`config.mk`:
```
export PLATFORM = sky130hd
export DESIGN_NAME = rpcc_ram
export DESIGN_NICKNAME = d
export VERILOG_FILES = /design/src/design/rpcc_ram.sv
export SDC_FILE = /design/constraint.sdc
export NUM_CORES = 1
export LEC_CHECK = 0
export BUFFER_PORTS_ARGS = -buffer_cell sky130_fd_sc_hd__buf_2
export CAP_MARGIN = 25
export CORE_UTILIZATION = 65
export CTS_CLUSTER_SIZE = 24
export DETAILED_ROUTE_END_ITERATION = 12
export GPL_TIMING_DRIVEN = 0
export PLACE_DENSITY = 0.84
export SETUP_SLACK_MARGIN = 0.02
export SKIP_CTS_REPAIR_TIMING = 1
export SYNTH_ARGS = -nofsm -noshare
export SYNTH_HDL_FRONTEND = slang
export SYNTH_SLANG_ARGS = --single-unit
```
`constraint.sdc`:
```
create_clock -name clk -period 4.6 [get_ports clk]
set_input_delay 0.23 -clock clk [delete_from_list [all_inputs] [get_ports clk]]
set_output_delay 0.23 -clock clk [all_outputs]
set_load 0.01 [all_outputs]
```
`src/design/rpcc_ram.sv`:
```
module rpcc_ram #(
    parameter int WIDTH = 8,
    parameter int DEPTH = 16
) (
    input  logic                     clk,
    input  logic                     we,
    input  logic [$clog2(DEPTH)-1:0] waddr,
    input  logic [WIDTH-1:0]         wdata,
    input  logic [$clog2(DEPTH)-1:0] raddr,
    output logic [WIDTH-1:0]         rdata
);

    logic [WIDTH-1:0] mem [DEPTH];

    // one write port, registered read
    always_ff @(posedge clk)
    begin
        if (we)
        begin
            mem[waddr] <= wdata;
        end
        rdata <= mem[raddr];
    end

endmodule

```
======== Word level (Yosys, flattened, before mapping) ========
Memories as Yosys holds them, arrays and structs flattened. A register that Yosys moved wholly into a read port is not among the register bits.
Cells that the tools add are included.
W data, S select, Z words.
operators by class
  muxes and demuxes ....................... 2
operator list
  cell     count
  $mux W1  2
word-level totals
  bits in registers ....................... 0
  memories kept ........................... 1
  logic and storage cells ................. 3
  memory bits (writable) .................. 128
  output and inout bits ................... 8
memory list
  name  words  width  rd ports  clocked after Yosys merged registers in  write ports  line  RTL
  mem   16     8      1         1                                        1            13    logic [WIDTH-1:0] mem [DEPTH];

======== Longest topological paths before layout ========
  word-level depth ........................ 2
  depth in mapped cells ................... 5
  gate-level depth less buffers ........... 3

======== Least setup slack after synthesis ========
No wires, ideal clock.
  path type ............................... input -> register
  from .................................... in waddr[2]
  to ...................................... mem mem[0][0], enable pin
  setup slack ............................. 2877 ps
  stages on the path ...................... 2
  arrival ................................. 1340 ps
  path through ............................ or3b_2 nor3_1
RTL lines
  what         line  RTL
  from (decl)  7     input logic [$clog2(DEPTH)-1:0] waddr,
  to (decl)    13
Straight into the memory's write port.

==> summary.md <==
| Metric | Value |
|---|---|
| Hold endpoint | mem[7][4] |
| Total die area | 8280 sq um |
| Final setup violation count | 0 |
| Syn Nets | 247 |
| Setup crit end kind | flop |
| Sequential share of power | 49.2% |
| DRC | 0 |
| DP HPWL | 6.27 mm |
| CTS tree | done |
| Largest net degree at the start of global routing | 17 |
| Filler cells | roughly 390 |
| Post-route cell area | roughly 6000 sq um |
| Post-synthesis sequential area ratio | about 78% |
| Critical path peak fanout | 1 |
| Most frequent cells in the layout | 128 x edfxtp_1, 30 x buf_2, 18 x mux4_2 |
| DP Area | 5420 sq um |
| Gr ovfl total | 0 |
| Avg Cell Area, Syn | around 22 sq um |
| Maxcap violations | 0 |
| Initial antenna violation count | 0 |
| PnR worst setup slack | 3.18 ns |
| CTS H-tree lvls | 4 |
| # diodes | 0 |
| Yosys top cell by area | edfxtp_1 |
| Clock power frac | between 40% and 50% |
| DR pass1 iterations | 5 |
| Transition time of the tightest slew-check pin | approximately 0.80 ns |
| Synth Instances | between 200 and 250 |
| Global-route wire length before repair | ~15 mm |
| Worst-Skew Late Latency | 0.52 ns |
| RD Place Congestion | roughly 0.75 |
| Req. time, crit path | around 5.0 ns |
| GR Util All Layers | between 20% and 30% |
| HP Class | in -> reg |
| Core Rows | 32 |
| Outcome | complete, no violations |
| R2R setup slack | ~3.2 ns |
| Layout cell share with drive strength beyond 1 | 28.7% |
| Clock Path Buffers | 2 |
| Synth cell types | 19 |
| DIE HEIGHT | between 90 and 100 microns |
| Register area | 4000 sq um |
| Vias per cell | between 6 and 7 |
| Comb pwr share | roughly 4.8% |
| Via Count | 2595 |
| Die W | 91.0 microns |
| Final wirelength | between 10 and 15 mm |
| CTS buffer count | 17 |
| RSZ-0062 raised after global routing | false |
| IO Count | 26 |
| Clk_skew | slightly above 0.007 ns |
| Worst setup SP type | flop |
| Fin crit share | just over 30% |
| Switching share of power | between 10% and 20% |
| Setup slack at placement | between 2 and 3 ns |
| Power Internal | 2.27 mW |
| Max Freq | 706 MHz |
| Starting Density | between 60% and 70% |
| Hold Path Depth | 1 |
| Sw power | around 0.56 mW |
| Finished Layout Cells | between 300 and 400 |
| Synth top area cells | edfxtp_1 75%, mux4_2 7.9%, mux4_1 7.1% |
| Nets@finish | slightly below 300 |
| Initial DRC Count | just over 300 |
| R2R Path Start | mem[10][5] |
| Seq cells post-synth | 136 |
| Final ANT Viol Nets | 0 |
| Share of Yosys cell area claimed by the top area cell type | between 70% and 80% |
| Core Box Area | a little under 8000 sq um |
| Setup TNS | 0 ns |
| Yosys warns | 0 |
| Slew Limit Fails | 0 |
| Multi-input logic area | 1060 sq um |
| Worst Path Class, Setup | reg -> reg |
| Cell Area, Synth | just over 5000 sq um |
| IO buf count | 24 |
| Drt wl/cell | roughly 26 microns |
| Final Hold Viols | 0 |
| Leakage Power | a little over 2 nW |
| Worst R2R Path Depth | 3 |
| Reg2Reg Capture Point | rdata[5] |
| HP Start | wdata[4] |
| CTS clk-pin slew, worst paths | roughly 0.060 ns |
| Minimum clock period | 1.42 ns |
| Vias in the first global route | 2516 |
| Critical Path AT | 1.81 ns |
| Placed Cells | 359 |
| Synth-to-layout area growth | 16.3% |
| Clk sinks | about 140 |
| Peak supply drop | roughly 0.36 mV |
| P per Cell Area | ~470 nW/um^2 |
| Clk Tree Root Cell | clkbuf_8 |
| Commonest non-fill, non-tap cell in the layout | edfxtp_1 |
| Worst slew margin relative to its limit | ~46% |
area by class of cell:
type / count / area share, %
Buffer: 10 / 1.44
Clock buffer: 22 / 7.40
Clock inverter: 10 / 2.13
Multi-Input combinational cell: 83 / 17.7
Sequential cell: 136 / 66.9
Tap cell: 102 / 2.13
Timing Repair Buffer: 28 / 2.38
routing by layer:
layer / global-route usage (%) / vias to the layer above / routed length (microns)
met3: 8.29 / 15 / 963
li1: - / 1069 / -
met2: 39.3 / 196 / 4890
met1: 40.9 / 1315 / 4210
met4: 11.0 / 0 / 157
met5: 0 / - / 0
power by group through the flow:
stage | Combinational, mW | Clock, mW | Sequential (mW)
after floorplan | 0.0703 | 0 | 1.42
after global placement | 0.127 | 0 | 1.42
after detailed placement | 0.133 | 0 | 1.42
after CTS | 0.136 | 1.31 | 1.39
after global routing | 0.144 | 1.36 | 1.40
final | 0.136 | 1.30 | 1.39
flip-flops by register name, indices dropped and copies added (netlist names):
name   count
rdata      8
mem      128
kinds of logic after synthesis:
| family | share of synthesized area (%) |
|---|---|
| flops | 77.8 |
| mux | 15.0 |
| buf+inv | 1.68 |
| compound gates | 2.33 |
| simple gates | 3.18 |
critical path, stage by stage (launching register included):
cell,delay (ns)
edfxtp_1,0.40
mux4_1,0.51
a22oi_1,0.26
nand2_1,0.12
per-stage QoR:
| stage | total power [mW] | util [%] | hold WS [ns] |
|---|---|---|---|
| after CTS | 2.84 | 77.9 | 0.105 |
| after floorplan | 1.49 | - | 0.329 |
| final | 2.83 | 77.9 | 0.116 |
| after global routing | 2.90 | 77.9 | 0.103 |
| after detailed placement | 1.55 | 70.5 | 0.623 |
| after global placement | 1.54 | 70.2 | 0.623 |
how the worst max path moves through the flow:
stage                end       start  depth (start not counted)  slack [ns]
6_report        rdata[5]  mem[10][5]                          3        3.18
5_1_grt         rdata[2]   mem[5][2]                          3        3.13
4_1_cts         rdata[5]  mem[10][5]                          3        3.20
3_5_place_dp   mem[3][7]    waddr[2]                          3        2.69
3_3_place_gp   mem[0][7]    waddr[2]                          3        2.35
2_1_floorplan  mem[0][0]    waddr[2]                          2        2.88
synthesized netlist by cell type:
cell and instances:
buf_4 1, nand2_1 9, edfxtp_1 128, nand2b_1 2, nor3_1 4, and2_1 1, buf_6 3, and2b_1 1
clkdlybuf4s25_2 3, mux4_2 18, buf_2 3, nor2b_1 1, or3b_2 1, nand3b_1 2, a22oi_1 16, mux4_1 14
dfxtp_1 8, nor2_1 13, nand3_1 1
Power figures use the tool's default switching activity.
