### src/design/rpcc_pkg.sv
package rpcc_pkg;

    localparam int REGIONS_DEF       = 16;
    localparam int CACHE_ENTRIES_DEF = 64;
    localparam int CLUSTER_SHIFT_DEF = 23;

    localparam int OFFSET_W  = 48;
    localparam int SIZE_W    = 32;
    localparam int TAG_W     = 32;
    localparam int COUNT_W   = 7;

    typedef enum logic [2:0] {
        OP_LOCK   = 3'd0,
        OP_UNLOCK = 3'd1,
        OP_CANCEL = 3'd2,
        OP_TICK   = 3'd3,
        OP_GET    = 3'd4,
        OP_CLEAR  = 3'd5,
        OP_RSVD6  = 3'd6,
        OP_RSVD7  = 3'd7
    } opcode_t;

    typedef enum logic [2:0] {
        STS_OK       = 3'd0,
        STS_NO_FREE  = 3'd1,
        STS_BAD_SIZE = 3'd2,
        STS_NONE     = 3'd3,
        STS_CONFLICT = 3'd4,
        STS_NOT_LOCK = 3'd5,
        STS_BUSY     = 3'd6,
        STS_FREE     = 3'd7
    } status_t;

    typedef enum logic [1:0] {
        RS_FREE    = 2'd0,
        RS_ALLOC   = 2'd1,
        RS_LOCKING = 2'd2,
        RS_LOCKED  = 2'd3
    } region_state_t;

    typedef enum logic [3:0] {
        S_IDLE,
        S_SWEEP,
        S_TICK_RD,
        S_TICK_MOD,
        S_TICK_CHK,
        S_TICK_END,
        S_GET_RD,
        S_GET_MOD,
        S_DONE
    } ctrl_state_t;

endpackage

### src/design/rpcc_modu.sv
module rpcc_modu
    import rpcc_pkg::*;
(
    input  logic               clk,
    input  logic               rst_n,
    input  logic               go,
    input  logic [TAG_W-1:0]   dividend,
    input  logic [COUNT_W-1:0] divisor,
    output logic               done,
    output logic [COUNT_W-1:0] remainder
);

    localparam int STEP_W = $clog2(TAG_W + 1);

    logic [COUNT_W:0]   rem_reg, rem_next;
    logic [TAG_W-1:0]   num_reg, num_next;
    logic [STEP_W-1:0]  cnt_reg, cnt_next;
    logic               run_reg, run_next;
    logic               done_reg, done_next;
    logic [COUNT_W:0]   trial;

    // restoring remainder, one bit a cycle
    always_comb
    begin
        rem_next  = rem_reg;
        num_next  = num_reg;
        cnt_next  = cnt_reg;
        run_next  = run_reg;
        done_next = 1'b0;
        trial     = {rem_reg[COUNT_W-1:0], num_reg[TAG_W-1]};
        if (go)
        begin
            rem_next = '0;
            num_next = dividend;
            cnt_next = STEP_W'(TAG_W);
            run_next = 1'b1;
        end
        else if (run_reg)
        begin
            rem_next = (trial >= {1'b0, divisor}) ? trial - {1'b0, divisor} : trial;
            num_next = {num_reg[TAG_W-2:0], 1'b0};
            cnt_next = cnt_reg - 1'b1;
            if (cnt_reg == STEP_W'(1))
            begin
                run_next  = 1'b0;
                done_next = 1'b1;
            end
        end
    end

    always_ff @(posedge clk or negedge rst_n)
    begin
        if (!rst_n)
        begin
            run_reg  <= 1'b0;
            done_reg <= 1'b0;
            cnt_reg  <= '0;
        end
        else
        begin
            run_reg  <= run_next;
            done_reg <= done_next;
            cnt_reg  <= cnt_next;
        end
    end

    always_ff @(posedge clk)
    begin
        rem_reg <= rem_next;
        num_reg <= num_next;
    end

    assign done      = done_reg;
    assign remainder = rem_reg[COUNT_W-1:0];

endmodule

### config.mk
export PLATFORM = sky130hd
export DESIGN_NAME = rpcc_modu
export DESIGN_NICKNAME = d
export VERILOG_FILES = /design/src/design/rpcc_pkg.sv /design/src/design/rpcc_modu.sv
export SDC_FILE = /design/constraint.sdc
export NUM_CORES = 1
export LEC_CHECK = 0
export BUFFER_PORTS_ARGS = -buffer_cell sky130_fd_sc_hd__buf_2
export CAP_MARGIN = 20
export CORE_ASPECT_RATIO = 1.2
export CORE_MARGIN = 3
export CORE_UTILIZATION = 49
export DETAILED_ROUTE_END_ITERATION = 16
export PLACE_DENSITY_LB_ADDON = 0.2
export SLEW_MARGIN = 20
export SYNTH_ARGS = -nofsm -noshare
export SYNTH_HDL_FRONTEND = slang
export SYNTH_SLANG_ARGS = --single-unit
export TNS_END_PERCENT = 20
### constraint.sdc
create_clock -name clk -period 2.92 [get_ports clk]
set_input_delay 0.438 -clock clk [delete_from_list [all_inputs] [get_ports clk]]
set_output_delay 0.438 -clock clk [all_outputs]
set_load 0.02 [all_outputs]
Word level (Yosys, flattened, before mapping)
Index checks and enable logic that the tools add are counted. Widths: inputs -> output; s select.

$add $sub $neg: 2. Order comparisons: 1. Equality and inequality tests: 1. Muxes and demuxes: 11. Reductions and logical operators: 1.

Operator list (number): $mux 32 (2); $mux 6 (2); $ge 8x7->1 (1); $mux 7 (1); $sub 7x7->7 (1); $eq 6x1->1 const B (1); $mux 1 (6); $sub 6x1->6 const B (1); $reduce_bool 2->1 (1).

Bits in registers: 47.

Longest topological paths before layout
Gate-level depths: netlist (run 1).

Depth after elaboration: 4. Gate-level depth with buffers: 9. Mapped depth without buffers: 9.

Worst setup path after synthesis (run 1)
No wires, ideal clock.

Path kind: in2reg. Start: in divisor[0]. End: reg rem_reg[0]. Data arrival time: 2.318 ns. Data required time: 2.834 ns. Slack: 0.516 ns. Cell stages on the path: 8. Cell sequence: ha_1 > inv_1 > fa_1 > a211oi_2 > o21ai_2 > a41oi_4 > mux2_2 > a211oi_1.

Word-level cells in the longest chain between the ends: 2. Elaborated cells between the ends (all ways): 3.

RTL lines: start: declaration (RTL line rpcc_modu.sv:8) `input logic [COUNT_W-1:0] divisor,`; $sub 7x7->7 or $ge 8x7->1 (tied branches) (RTL line rpcc_modu.sv:40) `rem_next = (trial >= {1'b0, divisor}) ? trial - {1'b0, divisor} : trial;`; $mux 7 * (RTL line rpcc_modu.sv:40); end signal: assignment (RTL line rpcc_modu.sv:69) `rem_reg <= rem_next;`; end: declaration (RTL line rpcc_modu.sv:15) `logic [COUNT_W:0] rem_reg, rem_next;`.

Mark *: on every way between the ends. The rest lies on a longest branch, timed or not. A chain may end at the register's enable or synchronous reset.

Worst setup path after layout (run 1)
Start: reg num_reg[31]. End: reg rem_reg[3].

Word-level cells in the longest chain between the ends: 2. Elaborated cells between the ends (all ways): 3.

RTL lines: start: declaration (RTL line rpcc_modu.sv:16) `logic [TAG_W-1:0] num_reg, num_next;`; start signal: assignment (RTL line rpcc_modu.sv:70) `num_reg <= num_next;`; $sub 7x7->7 or $ge 8x7->1 (tied branches) (RTL line rpcc_modu.sv:40); $mux 7 * (RTL line rpcc_modu.sv:40).

Marked as above.

==> results of run 1 <==
[cells in the mapped netlist (2+ instances only)]
master,number
mux2i_1,4
xnor2_1,4
o21ai_0,2
edfxtp_1,32
dfrtp_1,8
nand2b_1,3
buf_1,5
nand2_1,6
nor2_1,18
mux2_2,32
clkbuf_1,2
nor3_1,4
xor2_1,5
ha_1,9
a211oi_1,6
and2_1,2
a21oi_1,4
dfxtp_1,7
inv_1,12
[logic make-up after synthesis]
| group | synth area share (%) |
|---|---|
| AND/OR/NAND/NOR | 8.594 |
| multiplexers | 16.98 |
| adder cells (fa/ha/maj) | 5.623 |
| buffers and inverters | 3.024 |
| flip-flops | 55.17 |
| AO/OA/AOI/OAI | 7.269 |
| XOR/XNOR | 3.342 |
[timing repair]
action,in CTS,in global routing
hold endpoints to repair,8,0
hold buffers,1,0
setup buffers,0,0
[routing by layer]
layer  up-vias  part of all wire (%)
met5         -                     0
met4         0                   1.5
met2        36                    49
li1        769                     -
met1       715                    45
met3         6                   4.8
[power by group]
part | switching [mW] | leakage [nW] | internal (mW)
registers | 0.100 | 0.495 | 0.864
logic | 0.403 | 0.651 | 0.363
clock network | 0.199 | 0.0412 | 0.167
total | 0.702 | 1.19 | 1.39
[stage by stage]
stage	hold slack (ns)	cells	total power, mW
after floorplan	0.1424	183	1.534
after global placement	0.2902	286	1.730
after detailed placement	0.2930	286	1.742
after CTS	0.4286	295	2.122
after global routing	0.4192	295	2.255
final	0.4381	295	2.096
[path summary, 6_finish.rpt]
| check | slack [ns] | depth (start not counted) | to |
|---|---|---|---|
| max | 0.55 | 10 | rem_reg[3] |
| min | 0.44 | 2 | num_reg[0] |
| max reg2reg | 0.55 | 10 | rem_reg[3] |
| min reg2reg | 0.53 | 2 | cnt_reg[5] |
| max in group asynchronous | 2.23 | 2 | run_reg |
| min in group asynchronous | 0.52 | 2 | cnt_reg[4] |
[area by class of cell]
class	count	area, um2	area share (%)
clock buffer	6	72.57	2.622
clock inverter	2	12.51	0.4521
inverter	12	45.04	1.627
multi-input combinational	117	985.9	35.62
sequential	47	1301	47.02
tap	58	72.57	2.622
timing repair buffer	53	277.8	10.04
==> flow_metrics.env, run 1 <==
export IMPL_yosys_area_top_type="edfxtp_1"
export IMPL_portBuffers=49
export IMPL_crit_arrival_ns=2.51
export IMPL_dpl_cell_area_mm2=0.002673
export IMPL_netlist_instances=183
export IMPL_path_max_fanout=9
export IMPL_cts_resized_gates=0
export IMPL_largest_reg_flops=32
export IMPL_die_area_mm2=0.005685
export IMPL_dpl_worst_slack_ns=0.4834
export IMPL_slew_headroom_pct=55.71
export IMPL_r2r_start="num_reg[31]"
export IMPL_grt_max_degree=33
export IMPL_max_cap_violations=0
export IMPL_layout_drive_gt1_share_pct=40.93
export IMPL_root_buffer="clkbuf_8"
export IMPL_hold_class="primary input to flip-flop"
export IMPL_min_from="dividend[0]"
export IMPL_min_period_ns=2.369
export IMPL_numCtsBuffers=5
export IMPL_cp_slowest_cell="fa_1"
export IMPL_dr_pass1_iters=4
export IMPL_clk_pin_slew_ns=0.08
export IMPL_syn_area_mm2=0.002359
export IMPL_drv_slew=0
export IMPL_critPathCaptureType="flip-flop"
export IMPL_placementRows=27
export IMPL_final_antenna_net_count=0
export IMPL_htreeDepth=2
export IMPL_peakVddDrop_uv=361.7
export IMPL_fp_coreArea_mm2=0.004628
export IMPL_fmax_ghz=0.4220
export IMPL_place_congestion=0.7876
export IMPL_period_share_pct=81.15
export IMPL_rsz0062_at_grt="false"
export IMPL_antenna_found_initial=0
export IMPL_synthToLayoutAreaGrowth_pct=17.35
export IMPL_routedWlPerCell_um=13.87
export IMPL_cp_start_kind="flip-flop"
export IMPL_setup_slack_ns=0.5505
export IMPL_hold_violations=0
export IMPL_drc=0
export IMPL_synth_seq_cells=47
export IMPL_cts_tree="built"
export IMPL_ys_seq_area_share_pct=55.17
export IMPL_power_per_cell_area_mw_per_mm2=757.3
export IMPL_yosysWarnings=0
export IMPL_setup_viol=0
export IMPL_status="completed"
export IMPL_ys_flop_type="edfxtp_1"
export IMPL_final_common_cell="buf_2"
export IMPL_grt_ovfl_total=0
export IMPL_post_dp_hpwl_um=2986
export IMPL_cpPeakStageDelay_ns=0.42
export IMPL_utilization_pct=59.80
export IMPL_tightest_slew_ns=0.6644
export IMPL_vias=1526
export IMPL_syn_nets=235
export IMPL_wl_um=4093
export IMPL_vias_per_cell=5.173
export IMPL_cp_required_ns=3.06
export IMPL_grt_pass1_wl_um=6851
export IMPL_die_height_um=82
export IMPL_grtUsageMet2_pct=24.81
export IMPL_p_leak_nw=1.187
export IMPL_fin_setup_tns_ns=0
export IMPL_grt_pass1_vias=1487
export IMPL_final_cell_area_mm2=0.002768
export IMPL_synth_edf_count=32
export IMPL_skew_ns=0.008271
export IMPL_synthArstFlopShare_pct=17.02
export IMPL_met1_usage_pct=19.34
export IMPL_final_cell_mix="buf_2 (49), mux2_2 (32), edfxtp_1 (32)"
export IMPL_yosysUniqueCellTypes=37
export IMPL_initial_core_util_pct=50.96
export IMPL_worstSetupPathType="flip-flop to flip-flop"
export IMPL_die_w_um=69.34
export IMPL_insertion_delay_ns=0.29
export IMPL_cp_startpoint="num_reg[31]"
export IMPL_synth_area_leaders="edfxtp_1 (41%), mux2_2 (15%), dfrtp_1 (8.5%)"
export IMPL_critPathBufInv=3
export IMPL_synth_top_area_share_pct=40.74
export IMPL_syn_avg_cell_area_um2=12.89
export IMPL_busiest_layer="met2"
export IMPL_path_delay_family="compound AO/OA/AOI/OAI gates"
export IMPL_clk_path_buf_depth=2
export IMPL_cts_num_sinks=47
export IMPL_initialDrtViolationCount=61
export IMPL_n_fill_cell=392
export IMPL_path_cells="inv_1, ha_1, inv_1, fa_1, a211oi_2, o21ai_2, a41oi_4, buf_4, mux2i_1, a211oi_1"
export IMPL_use_met3_pct=4.529
export IMPL_track_usage_pct=15.20
export IMPL_diodes=0
export IMPL_fin_nets=288
export IMPL_ios=50
export IMPL_cpMostUsedCell="inv_1"
Power figures use the tool's default switching activity.
==> inputs of run 2 (changes only) <==
clock period = 2 ns   (was 2.92 ns; I/O delays follow)
==> run 2 against run 1 <==
  * Sequential power up 44%
  * Cell count is 2.7% higher
  * The run now ends with setup timing left
  * Largest cell class unchanged
  * Clock skew up 0.0032 ns
==> flow_metrics.env, run 2 (same netlist as run 1, synthesis figures left out) <==
export IMPL_die_w_um=69.34
export IMPL_utilization_pct=62.61
export IMPL_initialDrtViolationCount=73
export IMPL_insertion_delay_ns=0.30
export IMPL_final_antenna_net_count=0
export IMPL_dpl_cell_area_mm2=0.002743
export IMPL_root_buffer="clkbuf_8"
export IMPL_cp_start_kind="flip-flop"
export IMPL_power_internal_mw=2.363
export IMPL_initial_core_util_pct=50.96
export IMPL_track_usage_pct=15.51
export IMPL_hold_violations=0
export IMPL_p_leak_nw=1.254
export IMPL_violations="setup timing"
export IMPL_routedWlPerCell_um=13.87
export IMPL_post_dp_hpwl_um=3028
export IMPL_power_per_cell_area_mw_per_mm2=1187
export IMPL_max_cap_violations=0
export IMPL_portBuffers=49
export IMPL_final_common_cell="buf_2"
export IMPL_crit_arrival_ns=2.31
export IMPL_clockPowerShare_pct=23.9
export IMPL_combPwrFrac_pct=35.7
export IMPL_peakVddDrop_uv=631.6
export IMPL_grt_pass1_vias=1479
export IMPL_clk_path_buf_depth=2
export IMPL_cp_required_ns=2.22
export IMPL_critPathCaptureType="flip-flop"
export IMPL_die_height_um=82
export IMPL_cts_num_sinks=47
export IMPL_setup_viol=6
export IMPL_largest_reg_flops=32
export IMPL_synthToLayoutAreaGrowth_pct=22.86
export IMPL_grt_max_degree=33
export IMPL_placementRows=27
export IMPL_fmax_ghz=0.4794
export IMPL_path_max_fanout=2
export IMPL_ios=50
export IMPL_final_cell_area_mm2=0.002898
export IMPL_rsz0062_at_grt="true"
export IMPL_vias=1573
export IMPL_sw_frac_of_total_pct=31.29
export IMPL_numCtsBuffers=5
export IMPL_antenna_found_initial=0
export IMPL_grt_ovfl_total=0
export IMPL_period_share_pct=104.3
export IMPL_skew_ns=0.01142
export IMPL_fp_coreArea_mm2=0.004628
export IMPL_dr_pass1_iters=4
export IMPL_worstSetupPathType="flip-flop to flip-flop"
export IMPL_slew_headroom_pct=61.92
export IMPL_drv_slew=0
export IMPL_hold_class="primary input to flip-flop"
export IMPL_sequentialPowerShare_pct=40.5
export IMPL_drc=0
export IMPL_vias_per_cell=5.191
export IMPL_fin_nets=296
export IMPL_layout_drive_gt1_share_pct=44.90
export IMPL_die_area_mm2=0.005685
export IMPL_cts_setup_buffers=0
export IMPL_htreeDepth=2
export IMPL_final_cell_mix="buf_2 (49), edfxtp_1 (32), mux2_2 (31)"
export IMPL_min_period_ns=2.086
export IMPL_p_switching_mw=1.076
export IMPL_tightest_slew_ns=0.5633
export IMPL_status="complete, but fails checks"
export IMPL_place_congestion=0.7282
export IMPL_grt_pass1_wl_um=6837
export IMPL_cts_tree="built"
export IMPL_wl_um=4202
export IMPL_clk_pin_slew_ns=0.09
export IMPL_diodes=0
export IMPL_setup_slack_ns=-0.08579
==> run 2: power by group through the flow <==
stage	clock [mW]	combinational (mW)	sequential, mW
floorplan	0	0.798	1.45
global placement	0	1.19	1.41
detailed placement	0	1.21	1.41
CTS	0.845	1.22	1.40
global route	0.877	1.35	1.42
finish	0.821	1.23	1.39
==> run 2: final cells by class <==
| cell class | count | area, um2 |
|---|---|---|
| clock buffers | 5 | 68.82 |
| repair buffers | 61 | 341.6 |
| clock inverters | 3 | 67.56 |
| well taps | 58 | 72.57 |
| flip-flops and latches | 47 | 1301 |
| inverters | 12 | 48.80 |
| fillers | 367 | 1730 |
| multi-input cells | 117 | 997.2 |
==> run 2: critical path, stage by stage (launching register included) <==
cell,delay (ns)
edfxtp_1,0.38
inv_2,0.06
ha_1,0.14
inv_1,0.05
fa_2,0.34
a211oi_2,0.25
o21ai_2,0.10
a41oi_4,0.17
mux2_4,0.33
a211oi_2,0.19
==> run 2: worst paths after layout <==
kind / from / to / slack (ns) / cells after the start
setup / recovery: num_reg[31] / rem_reg[0] / -0.09 / 9
setup reg to reg: num_reg[31] / rem_reg[0] / -0.09 / 9
max in group asynchronous: rst_n / cnt_reg[1] / 1.47 / 2
hold / removal: go / cnt_reg[3] / 0.30 / 2
hold reg to reg: cnt_reg[5] / cnt_reg[5] / 0.53 / 2
min in group asynchronous: rst_n / cnt_reg[3] / 0.36 / 2
==> run 2: repair_timing <==
action                                 in CTS  in global routing
setup endpoints to repair                   7                  7
gates resized for setup                     1                  2
endpoints found under the hold margin       8                  0
pin swaps                                   1                  2
hold buffers                                1                  0
==> run 2: routing by layer <==
metal  GRT usage, %  wire length (um)  share of wire, %  vias to the layer above
met4          4.688                23              0.55                        0
met5              0                 0                 0                        -
met2          26.81              2135                51                       45
met1          18.90              1802                43                      744
li1               -                 -                 -                      782
met3          4.529               240               5.7                        2
==> run 2: metrics by stage <==
step / total power, mW / hold slack, ns / worst slack (ns) / cells / TNS (ns)
after floorplan: 2.252 / 0.004409 / -0.2120 / 183 / -0.3068
after global placement: 2.606 / 0.1503 / -0.07393 / 294 / -0.3772
after detailed placement: 2.622 / 0.1508 / -0.1065 / 294 / -0.5424
after CTS: 3.463 / 0.2850 / -0.08649 / 303 / -0.4282
after global routing: 3.645 / 0.2834 / -0.2007 / 303 / -0.9533
final: 3.439 / 0.3006 / -0.08579 / 303 / -0.2597
